## config.mk

```make
export PLATFORM = sky130hd
export DESIGN_NAME = sorted_descending_table
export DESIGN_NICKNAME = d
export VERILOG_FILES = /design/src/rtl/sdt_pkg.sv /design/src/rtl/sorted_descending_table.sv /design/src/rtl/sdt_ram.sv /design/src/rtl/sdt_ctrl.sv
export SDC_FILE = /design/constraint.sdc
export NUM_CORES = 2
export LEC_CHECK = 0
export BUFFER_PORTS_ARGS = -buffer_cell sky130_fd_sc_hd__buf_2
export CAP_MARGIN = 25
export CORE_UTILIZATION = 45
export DETAILED_ROUTE_END_ITERATION = 8
export HOLD_SLACK_MARGIN = 0.1
export SETUP_SLACK_MARGIN = 0.02
export SLEW_MARGIN = 20
export SYNTH_ARGS = -nofsm -noshare
export SYNTH_HDL_FRONTEND = slang
export SYNTH_SLANG_ARGS = --single-unit
```

## constraint.sdc

```tcl
create_clock -name clk_i -period 4.9 [get_ports clk_i]
set_input_delay 0 -clock clk_i [delete_from_list [all_inputs] [get_ports clk_i]]
set_output_delay 0 -clock clk_i [all_outputs]
set_load 0.03 [all_outputs]
```

## src/rtl/sdt_pkg.sv

```systemverilog
// Shared types and constants of the sorted descending table.
// Holds the transfer structs, operation and status codes and memory request type.
// No dependencies.
`default_nettype none

package sdt_pkg;

  localparam int unsigned DEPTH  = 64;
  localparam int unsigned IDX_W  = $clog2(DEPTH);
  localparam int unsigned CNT_W  = $clog2(DEPTH + 1);
  localparam int unsigned DATA_W = 32;

  typedef enum logic [1:0] {
    OP_INSERT = 2'd0,
    OP_DELETE = 2'd1,
    OP_READ   = 2'd2
  } op_e;

  typedef enum logic [1:0] {
    ST_OK    = 2'd0,
    ST_FULL  = 2'd1,
    ST_RANGE = 2'd2
  } status_e;

  typedef struct packed {
    op_e                operation;
    logic signed [31:0] value;
    logic [5:0]         position;
  } in_t;

  typedef struct packed {
    status_e            status;
    logic [6:0]         entry_count;
    logic [6:0]         removed_count;
    logic signed [31:0] read_value;
  } out_t;

  typedef struct packed {
    logic              rd_en;
    logic [IDX_W-1:0]  rd_addr;
    logic              wr_en;
    logic [IDX_W-1:0]  wr_addr;
    logic [DATA_W-1:0] wr_data;
  } mem_req_t;

  typedef struct packed {
    logic             busy;
    logic             res_valid;
    logic [CNT_W-1:0] count;
  } ctl_sts_t;

endpackage

`default_nettype wire

```

## src/rtl/sorted_descending_table.sv

```systemverilog
// Sorted descending table: top level with table memory, sequencer and output register.
// Depends on sdt_pkg, sdt_ram and sdt_ctrl.
//
// Keeps up to 64 signed 32-bit entries in descending order in a one-port-read,
// one-port-write RAM and takes one item at a time. An insert walks the RAM from the
// last entry down to its landing position and a delete walks every stored entry, one
// entry per cycle; a full insert, an empty delete, an out-of-range read or an unused
// code goes straight to the result. A finished result waits in the output register,
// so the next item is taken while it is still stalled. There is no clearing pass
// after reset.
`default_nettype none

module sorted_descending_table (
  input  wire logic          clk_i,
  input  wire logic          rst_ni,
  input  wire logic          in_valid_i,
  output logic               in_stall_o,
  input  wire sdt_pkg::in_t  in_data_i,
  output logic               out_valid_o,
  input  wire logic          out_stall_i,
  output sdt_pkg::out_t      out_data_o
);

  sdt_pkg::mem_req_t           mem;
  sdt_pkg::ctl_sts_t           sts;
  sdt_pkg::out_t               res;
  logic [sdt_pkg::DATA_W-1:0]  rd_data;
  logic                        res_take;
  logic                        out_valid_q, out_valid_d;
  sdt_pkg::out_t               out_data_q;

  sdt_ram #(
    .Depth(sdt_pkg::DEPTH),
    .Width(sdt_pkg::DATA_W)
  ) u_ram (
    .clk_i    (clk_i),
    .wr_en_i  (mem.wr_en),
    .wr_addr_i(mem.wr_addr),
    .wr_data_i(mem.wr_data),
    .rd_en_i  (mem.rd_en),
    .rd_addr_i(mem.rd_addr),
    .rd_data_o(rd_data)
  );

  sdt_ctrl u_ctrl (
    .clk_i     (clk_i),
    .rst_ni    (rst_ni),
    .in_valid_i(in_valid_i),
    .in_data_i (in_data_i),
    .res_take_i(res_take),
    .rd_data_i (rd_data),
    .mem_o     (mem),
    .sts_o     (sts),
    .res_o     (res)
  );

  assign in_stall_o = sts.busy;
  assign res_take   = !out_valid_q || !out_stall_i;

  always_comb begin
    out_valid_d = out_valid_q;
    if (sts.res_valid && res_take) begin
      out_valid_d = 1'b1;
    end else if (!out_stall_i) begin
      out_valid_d = 1'b0;
    end
  end

  always_ff @(posedge clk_i or negedge rst_ni) begin
    if (!rst_ni) begin
      out_valid_q <= 1'b0;
    end else begin
      out_valid_q <= out_valid_d;
    end
  end

  always_ff @(posedge clk_i) begin
    if (sts.res_valid && res_take) begin
      out_data_q <= res;
    end
  end

  assign out_valid_o = out_valid_q;
  assign out_data_o  = out_data_q;

  a_count_bound: assert property (@(posedge clk_i) disable iff (!rst_ni)
    sts.count <= sdt_pkg::CNT_W'(sdt_pkg::DEPTH))
    else $error("stored count beyond table depth");

  a_accept_busy: assert property (@(posedge clk_i) disable iff (!rst_ni)
    (in_valid_i && !in_stall_o) |=> in_stall_o)
    else $error("accepted transfer did not start the sequencer");

  a_full_count: assert property (@(posedge clk_i) disable iff (!rst_ni)
    (out_valid_o && out_data_o.status == sdt_pkg::ST_FULL)
      |-> (out_data_o.entry_count == 7'(sdt_pkg::DEPTH)))
    else $error("full status with table not full");

  a_range_zero: assert property (@(posedge clk_i) disable iff (!rst_ni)
    (out_valid_o && out_data_o.status == sdt_pkg::ST_RANGE)
      |-> (out_data_o.read_value == '0 && out_data_o.removed_count == '0))
    else $error("out-of-range result carries data");

  a_result_loaded: assert property (@(posedge clk_i) disable iff (!rst_ni)
    (sts.res_valid && res_take) |=> out_valid_o)
    else $error("result lost between sequencer and output register");

endmodule

`default_nettype wire

```

## src/rtl/sdt_ram.sv

```systemverilog
// Generic simple dual-port RAM: one write port, one read port, registered read data.
// No dependencies.
`default_nettype none

module sdt_ram #(
  parameter int unsigned Depth = 64,
  parameter int unsigned Width = 32,
  localparam int unsigned AddrW = $clog2(Depth)
) (
  input  wire logic             clk_i,
  input  wire logic             wr_en_i,
  input  wire logic [AddrW-1:0] wr_addr_i,
  input  wire logic [Width-1:0] wr_data_i,
  input  wire logic             rd_en_i,
  input  wire logic [AddrW-1:0] rd_addr_i,
  output logic      [Width-1:0] rd_data_o
);

  logic [Width-1:0] mem [Depth];

  always_ff @(posedge clk_i) begin
    if (wr_en_i) begin
      mem[wr_addr_i] <= wr_data_i;
    end
  end

  always_ff @(posedge clk_i) begin
    if (rd_en_i) begin
      rd_data_o <= mem[rd_addr_i];
    end
  end

endmodule

`default_nettype wire

```

## src/rtl/sdt_ctrl.sv

```systemverilog
// Sequencer of the sorted descending table: insert shift, delete compaction, read.
// Depends on sdt_pkg; drives the table memory through a mem_req_t.
`default_nettype none

module sdt_ctrl (
  input  wire logic                     clk_i,
  input  wire logic                     rst_ni,
  input  wire logic                     in_valid_i,
  input  wire sdt_pkg::in_t             in_data_i,
  input  wire logic                     res_take_i,
  input  wire logic [sdt_pkg::DATA_W-1:0] rd_data_i,
  output sdt_pkg::mem_req_t             mem_o,
  output sdt_pkg::ctl_sts_t             sts_o,
  output sdt_pkg::out_t                 res_o
);

  typedef enum logic [5:0] {
    S_IDLE = 6'b000001,
    S_INS  = 6'b000010,
    S_PUT  = 6'b000100,
    S_DEL  = 6'b001000,
    S_RD   = 6'b010000,
    S_EMIT = 6'b100000
  } state_e;

  state_e                        state_q, state_d;
  logic [sdt_pkg::CNT_W-1:0]     cnt_q, cnt_d;
  logic [sdt_pkg::IDX_W-1:0]     idx_q, idx_d;
  logic [sdt_pkg::CNT_W-1:0]     wr_q, wr_d;
  logic [sdt_pkg::CNT_W-1:0]     rem_q, rem_d;
  logic signed [31:0]            val_q, val_d;
  sdt_pkg::out_t                 res_q, res_d;
  logic                          greater;
  logic                          last;

  assign greater = $signed(rd_data_i) > val_q;
  assign last    = (sdt_pkg::CNT_W'(idx_q) + sdt_pkg::CNT_W'(1)) == cnt_q;

  always_comb begin
    state_d = state_q;
    cnt_d   = cnt_q;
    idx_d   = idx_q;
    wr_d    = wr_q;
    rem_d   = rem_q;
    val_d   = val_q;
    res_d   = res_q;
    mem_o   = '0;
    unique case (state_q)
      S_IDLE: begin
        if (in_valid_i) begin
          val_d             = in_data_i.value;
          res_d             = '0;
          res_d.status      = sdt_pkg::ST_OK;
          res_d.entry_count = 7'(cnt_q);
          unique case (in_data_i.operation)
            sdt_pkg::OP_INSERT: begin
              if (cnt_q >= sdt_pkg::CNT_W'(sdt_pkg::DEPTH)) begin
                res_d.status = sdt_pkg::ST_FULL;
                state_d      = S_EMIT;
              end else if (cnt_q == '0) begin
                cnt_d   = sdt_pkg::CNT_W'(1);
                state_d = S_PUT;
              end else begin
                mem_o.rd_en   = 1'b1;
                mem_o.rd_addr = sdt_pkg::IDX_W'(cnt_q - sdt_pkg::CNT_W'(1));
                idx_d         = sdt_pkg::IDX_W'(cnt_q - sdt_pkg::CNT_W'(1));
                cnt_d         = cnt_q + sdt_pkg::CNT_W'(1);
                state_d       = S_INS;
              end
            end
            sdt_pkg::OP_DELETE: begin
              if (cnt_q == '0) begin
                state_d = S_EMIT;
              end else begin
                mem_o.rd_en   = 1'b1;
                mem_o.rd_addr = '0;
                idx_d         = '0;
                wr_d          = '0;
                rem_d         = '0;
                state_d       = S_DEL;
              end
            end
            sdt_pkg::OP_READ: begin
              if ({26'd0, in_data_i.position} < 32'(cnt_q)) begin
                mem_o.rd_en   = 1'b1;
                mem_o.rd_addr = sdt_pkg::IDX_W'(in_data_i.position);
                state_d       = S_RD;
              end else begin
                res_d.status = sdt_pkg::ST_RANGE;
                state_d      = S_EMIT;
              end
            end
            default: begin
              state_d = S_EMIT;
            end
          endcase
        end
      end
      S_INS: begin
        mem_o.wr_en   = 1'b1;
        mem_o.wr_addr = idx_q + sdt_pkg::IDX_W'(1);
        if (greater) begin
          mem_o.wr_data     = val_q;
          res_d.entry_count = 7'(cnt_q);
          state_d           = S_EMIT;
        end else begin
          mem_o.wr_data = rd_data_i;
          if (idx_q == '0) begin
            state_d = S_PUT;
          end else begin
            mem_o.rd_en   = 1'b1;
            mem_o.rd_addr = idx_q - sdt_pkg::IDX_W'(1);
            idx_d         = idx_q - sdt_pkg::IDX_W'(1);
          end
        end
      end
      S_PUT: begin
        mem_o.wr_en       = 1'b1;
        mem_o.wr_addr     = '0;
        mem_o.wr_data     = val_q;
        res_d.entry_count = 7'(cnt_q);
        state_d           = S_EMIT;
      end
      S_DEL: begin
        if (rd_data_i == val_q) begin
          rem_d = rem_q + sdt_pkg::CNT_W'(1);
        end else begin
          mem_o.wr_en   = 1'b1;
          mem_o.wr_addr = sdt_pkg::IDX_W'(wr_q);
          mem_o.wr_data = rd_data_i;
          wr_d          = wr_q + sdt_pkg::CNT_W'(1);
        end
        if (last) begin
          cnt_d               = wr_d;
          res_d.entry_count   = 7'(wr_d);
          res_d.removed_count = 7'(rem_d);
          state_d             = S_EMIT;
        end else begin
          mem_o.rd_en   = 1'b1;
          mem_o.rd_addr = idx_q + sdt_pkg::IDX_W'(1);
          idx_d         = idx_q + sdt_pkg::IDX_W'(1);
        end
      end
      S_RD: begin
        res_d.read_value = rd_data_i;
        state_d          = S_EMIT;
      end
      S_EMIT: begin
        if (res_take_i) begin
          state_d = S_IDLE;
        end
      end
      default: begin
        state_d = S_IDLE;
      end
    endcase
  end

  always_ff @(posedge clk_i or negedge rst_ni) begin
    if (!rst_ni) begin
      state_q <= S_IDLE;
      cnt_q   <= '0;
    end else begin
      state_q <= state_d;
      cnt_q   <= cnt_d;
    end
  end

  always_ff @(posedge clk_i) begin
    idx_q <= idx_d;
    wr_q  <= wr_d;
    rem_q <= rem_d;
    val_q <= val_d;
    res_q <= res_d;
  end

  assign sts_o.busy      = (state_q != S_IDLE);
  assign sts_o.res_valid = (state_q == S_EMIT);
  assign sts_o.count     = cnt_q;
  assign res_o           = res_q;

endmodule

`default_nettype wire
```

==> results.ini <==
[placement]
hpwl_mm = 165
place_area_mm2 = 0.0991
io_buffer_count = 93
gp_congestion = 0.910
numPlacedInstances = 8795

[power_and_ir_drop]
p_int_uw = 36400
sw_frac_of_total = 0.299
leakage_uw = 0.0381
total_power_uw = 51900
clockPowerShare = 0.319
seq_power_share = 0.437
pwr_density_cell_mw_per_mm2 = 477
combPwrFrac = 0.244
p_switching_uw = 15500
peakVddDrop_mv = 0.415

[global_routing]
grt_overflow = 0
use_met2 = 0.411
use_met3 = 0.0457
antenna_found_initial = 8
grt_util_met1 = 0.371
grt_first_pass_wirelength_mm = 388
busiest_layer = met2
grt_max_degree = 102
grt_pass1_vias = 54300
grt_usage = 0.264

[logic_synthesis]
yosys.area_share.simple = 0.0806
async_reset_ff_frac = 0.00624
synth_edf_count = 2228
synth_mux_area_frac = 0.0534
syn_nets = 5924
synth_top_family_by_area = compound AO/OA/AOI/OAI gates
synth-compound-area-share = 0.0875
synth_warnings = 0
dominantRegCellSynth = edfxtp_1
synth_adder_area_share = 0.00639
synth-xor-area-share = 0.00354
netlist_instances = 5834
ys_ff_latch = 2242
ys_types = 96
yosysSeqAreaShare = 0.746
synth_area_per_cell_um2 = 15.4
syn_area_mm2 = 0.0901

[clock_network]
cts_buffer_depth = 3
cts_tree = done
clk_pin_slew_ns = 0.07
cts.sinks = 2242
clkLatencyLatePin_ns = 0.87
htree_levels = 4
clockRootBuffer = clkbuf_16
cts_buffers = 222

[sta]
tightest_slew_ns = 0.926
fin_ws_ns = -0.0144
finalClockSkew_ns = 0.0511
timing.final.hold_violations = 0
max_clock_freq_ghz = 0.203
relSlewSlack = 0.380
setup_viol = 1
fin_setup_tns_ns = -0.0144
maxSlewViolCount = 0
finalCriticalPeriod_ns = 4.91
rsz0062_at_grt = true
period_share = 1.00

[flow_run]
maxCapViolations = 0

[cells_and_area]
instances_no_fill = 9377
stdcell_area_mm2 = 0.109
fin_nets = 6649
area_growth_pct = 20.8
num-fill-cells = 15500
drive_gt1_frac = 0.212
final_core_util = 0.550

[worst_setup_path]
cp-end-kind = flip-flop
critPathKind = flip-flop to flip-flop
start_kind = flip-flop
slowest_stage = nor4_4
worst-path-buf-inv = 6
crit_family = simple AND/OR/NAND/NOR gates
crit_path_max_fanout = 23
cp_common_cell = buf_4
cp_cell_sequence = ha_4 > nand4_1 > buf_4 > nor3_4 > a221oi_2 > and3b_2 > o31a_4 > o31ai_4 > buf_12 > buf_4 > buf_16 > buf_12 > buf_4 > a211oi_1 > a311oi_2 > nor4_4 > nor4_4
critical_path_arrival_ns = 5.46
slowest_delay_ns = 0.72
required_ns = 5.45

[die]
die_h_um = 449
fp.dieW_um = 449
start_util = 0.455
ios = 94
dieArea_mm2 = 0.202
core_area_mm2 = 0.198
rows = 163

[routing]
dr_total_vias = 56700
viasPerCell = 6.04
drtPass1Iterations = 8
antenna_left = 0
routed_wirelength_mm = 273
avgRoutedWirePerCell_um = 29.1
drc = 0
drtIter0Drc = 6676

[min_path]
hold_class = primary input to flip-flop

[status]
outcome = finished, violations left
violations = negative setup slack

==> stage by stage <==
stage | hold WS [ns] | setup WS [ns]
2_1_floorplan | -0.296 | 0.455
3_3_place_gp | -0.0475 | -0.815
3_5_place_dp | -0.0469 | -0.448
4_1_cts | 0.109 | -0.0951
5_1_grt | 0.191 | -0.0674
6_report | 0.165 | -0.0144
==> state kept, by name, indices dropped and copies added, names as in the netlist <==
signal           flops
u_ctrl.val_q        32
out_data_o          48
u_ctrl.res_o        48
u_ctrl.rem_q         7
u_ctrl.idx_q         6
out_valid_o          1
u_ctrl.cnt_q         7
u_ctrl.state_q       6
u_ram.mem         2048
u_ctrl.wr_q          7
u_ram.rd_data_o     32
==> cell type report <==
type / count / area, um2 / area share
multi-input combinational: 3154 / 22100 / 0.203
clock inverter: 123 / 1230 / 0.0113
inverter: 49 / 184 / 0.00169
tap: 2640 / 3300 / 0.0304
sequential: 2242 / 67300 / 0.618
antenna: 5 / 12.5 / 0.000115
timing repair buffer: 890 / 8980 / 0.0825
clock buffer: 274 / 5770 / 0.0530
==> cell families after synthesis <==
kind of cell | count (synthesis)
flops | 2242
simple gates | 1510
compound gates | 1114
mux | 454
buf+inv | 438
fa+ha+maj | 46
xor+xnor | 30
==> per-layer routing <==
layer | vias up | wire [um]
li1 | 24400 | -
met1 | 29000 | 112000
met2 | 2822 | 125000
met3 | 450 | 24400
met4 | 0 | 10500
met5 | - | 0
==> power by group through the flow <==
| stage | registers, uW | clock network [uW] | logic, uW |
|---|---|---|---|
| after floorplan | 23000 | 0 | 5810 |
| after global placement | 23100 | 0 | 11500 |
| after detailed placement | 23100 | 0 | 11500 |
| after CTS | 22700 | 16700 | 12100 |
| after global routing | 22700 | 17500 | 13200 |
| final | 22700 | 16500 | 12700 |
==> layout by cell type, fill, tap and decap left out, types with 93 or more instances in the layout <==
cell type / n
a21oi_1: 269
a311oi_1: 93
buf_4: 528
and3_1: 235
clkbuf_16: 227
edfxtp_1: 2228
a211oi_1: 169
nand2_1: 738
buf_2: 93
nand3_1: 202
mux2i_1: 339
buf_12: 147
o21ai_0: 152
==> worst register-to-register path: stages (launching register included) <==
cell	delay, ns
edfxtp_1	0.52
ha_4	0.33
nand4_1	0.13
buf_4	0.18
nor3_4	0.19
a221oi_2	0.09
and3b_2	0.26
o31a_4	0.42
o31ai_4	0.26
buf_12	0.24
buf_4	0.17
buf_16	0.15
buf_12	0.18
buf_4	0.20
a211oi_1	0.07
a311oi_2	0.38
nor4_4	0.11
nor4_4	0.73
==> path summary, 6_finish.rpt <==
path | from | endpoint | slack (ns) | cells past startpoint
setup / recovery | u_ram.rd_data_o[29] | u_ram.rd_data_o[8] | -0.01 | 17
hold reg to reg | u_ctrl.res_o[29] | out_data_o[29] | 0.42 | 0
min in group asynchronous | rst_ni | u_ctrl.state_q[4] | 0.31 | 3
max in group asynchronous | rst_ni | u_ctrl.cnt_q[3] | 4.10 | 3
hold / removal | in_data_i[39] | u_ctrl.state_q[3] | 0.17 | 5
setup reg to reg | u_ram.rd_data_o[29] | u_ram.rd_data_o[8] | -0.01 | 17
==> cell usage after synthesis, types with 23 or more instances <==
cell	number	share of area
o22ai_1	30	0.0021
a211oi_1	173	0.014
nand4_1	39	0.0027
and3_1	235	0.016
a31oi_1	26	0.0018
a22o_1	42	0.0041
o221ai_1	67	0.0065
inv_1	47	0.0020
ha_1	46	0.0064
mux2_2	79	0.0099
buf_4	24	0.0020
a311oi_1	94	0.0091
buf_2	121	0.0067
nand2_1	741	0.031
edfxtp_1	2228	0.74
clkbuf_1	211	0.0088
o21ai_0	153	0.0085
mux2_1	23	0.0029
a2111oi_0	39	0.0038
and2_1	38	0.0026
a221oi_1	25	0.0024
a21oi_1	272	0.015
nor2_1	128	0.0053
mux2i_1	341	0.038
nand3_1	206	0.011
==> repair_timing <==
item / 4_1_cts / 5_1_grt
cloned: 5 / 4
hold endpoints to repair: 170 / 0
buffers inserted: 60 / 46
hold buffers: 78 / 0
pin swaps: 35 / 39
gates resized for setup: 77 / 96
setup endpoints to repair: 22 / 27
(Power assumes the default switching activity.)
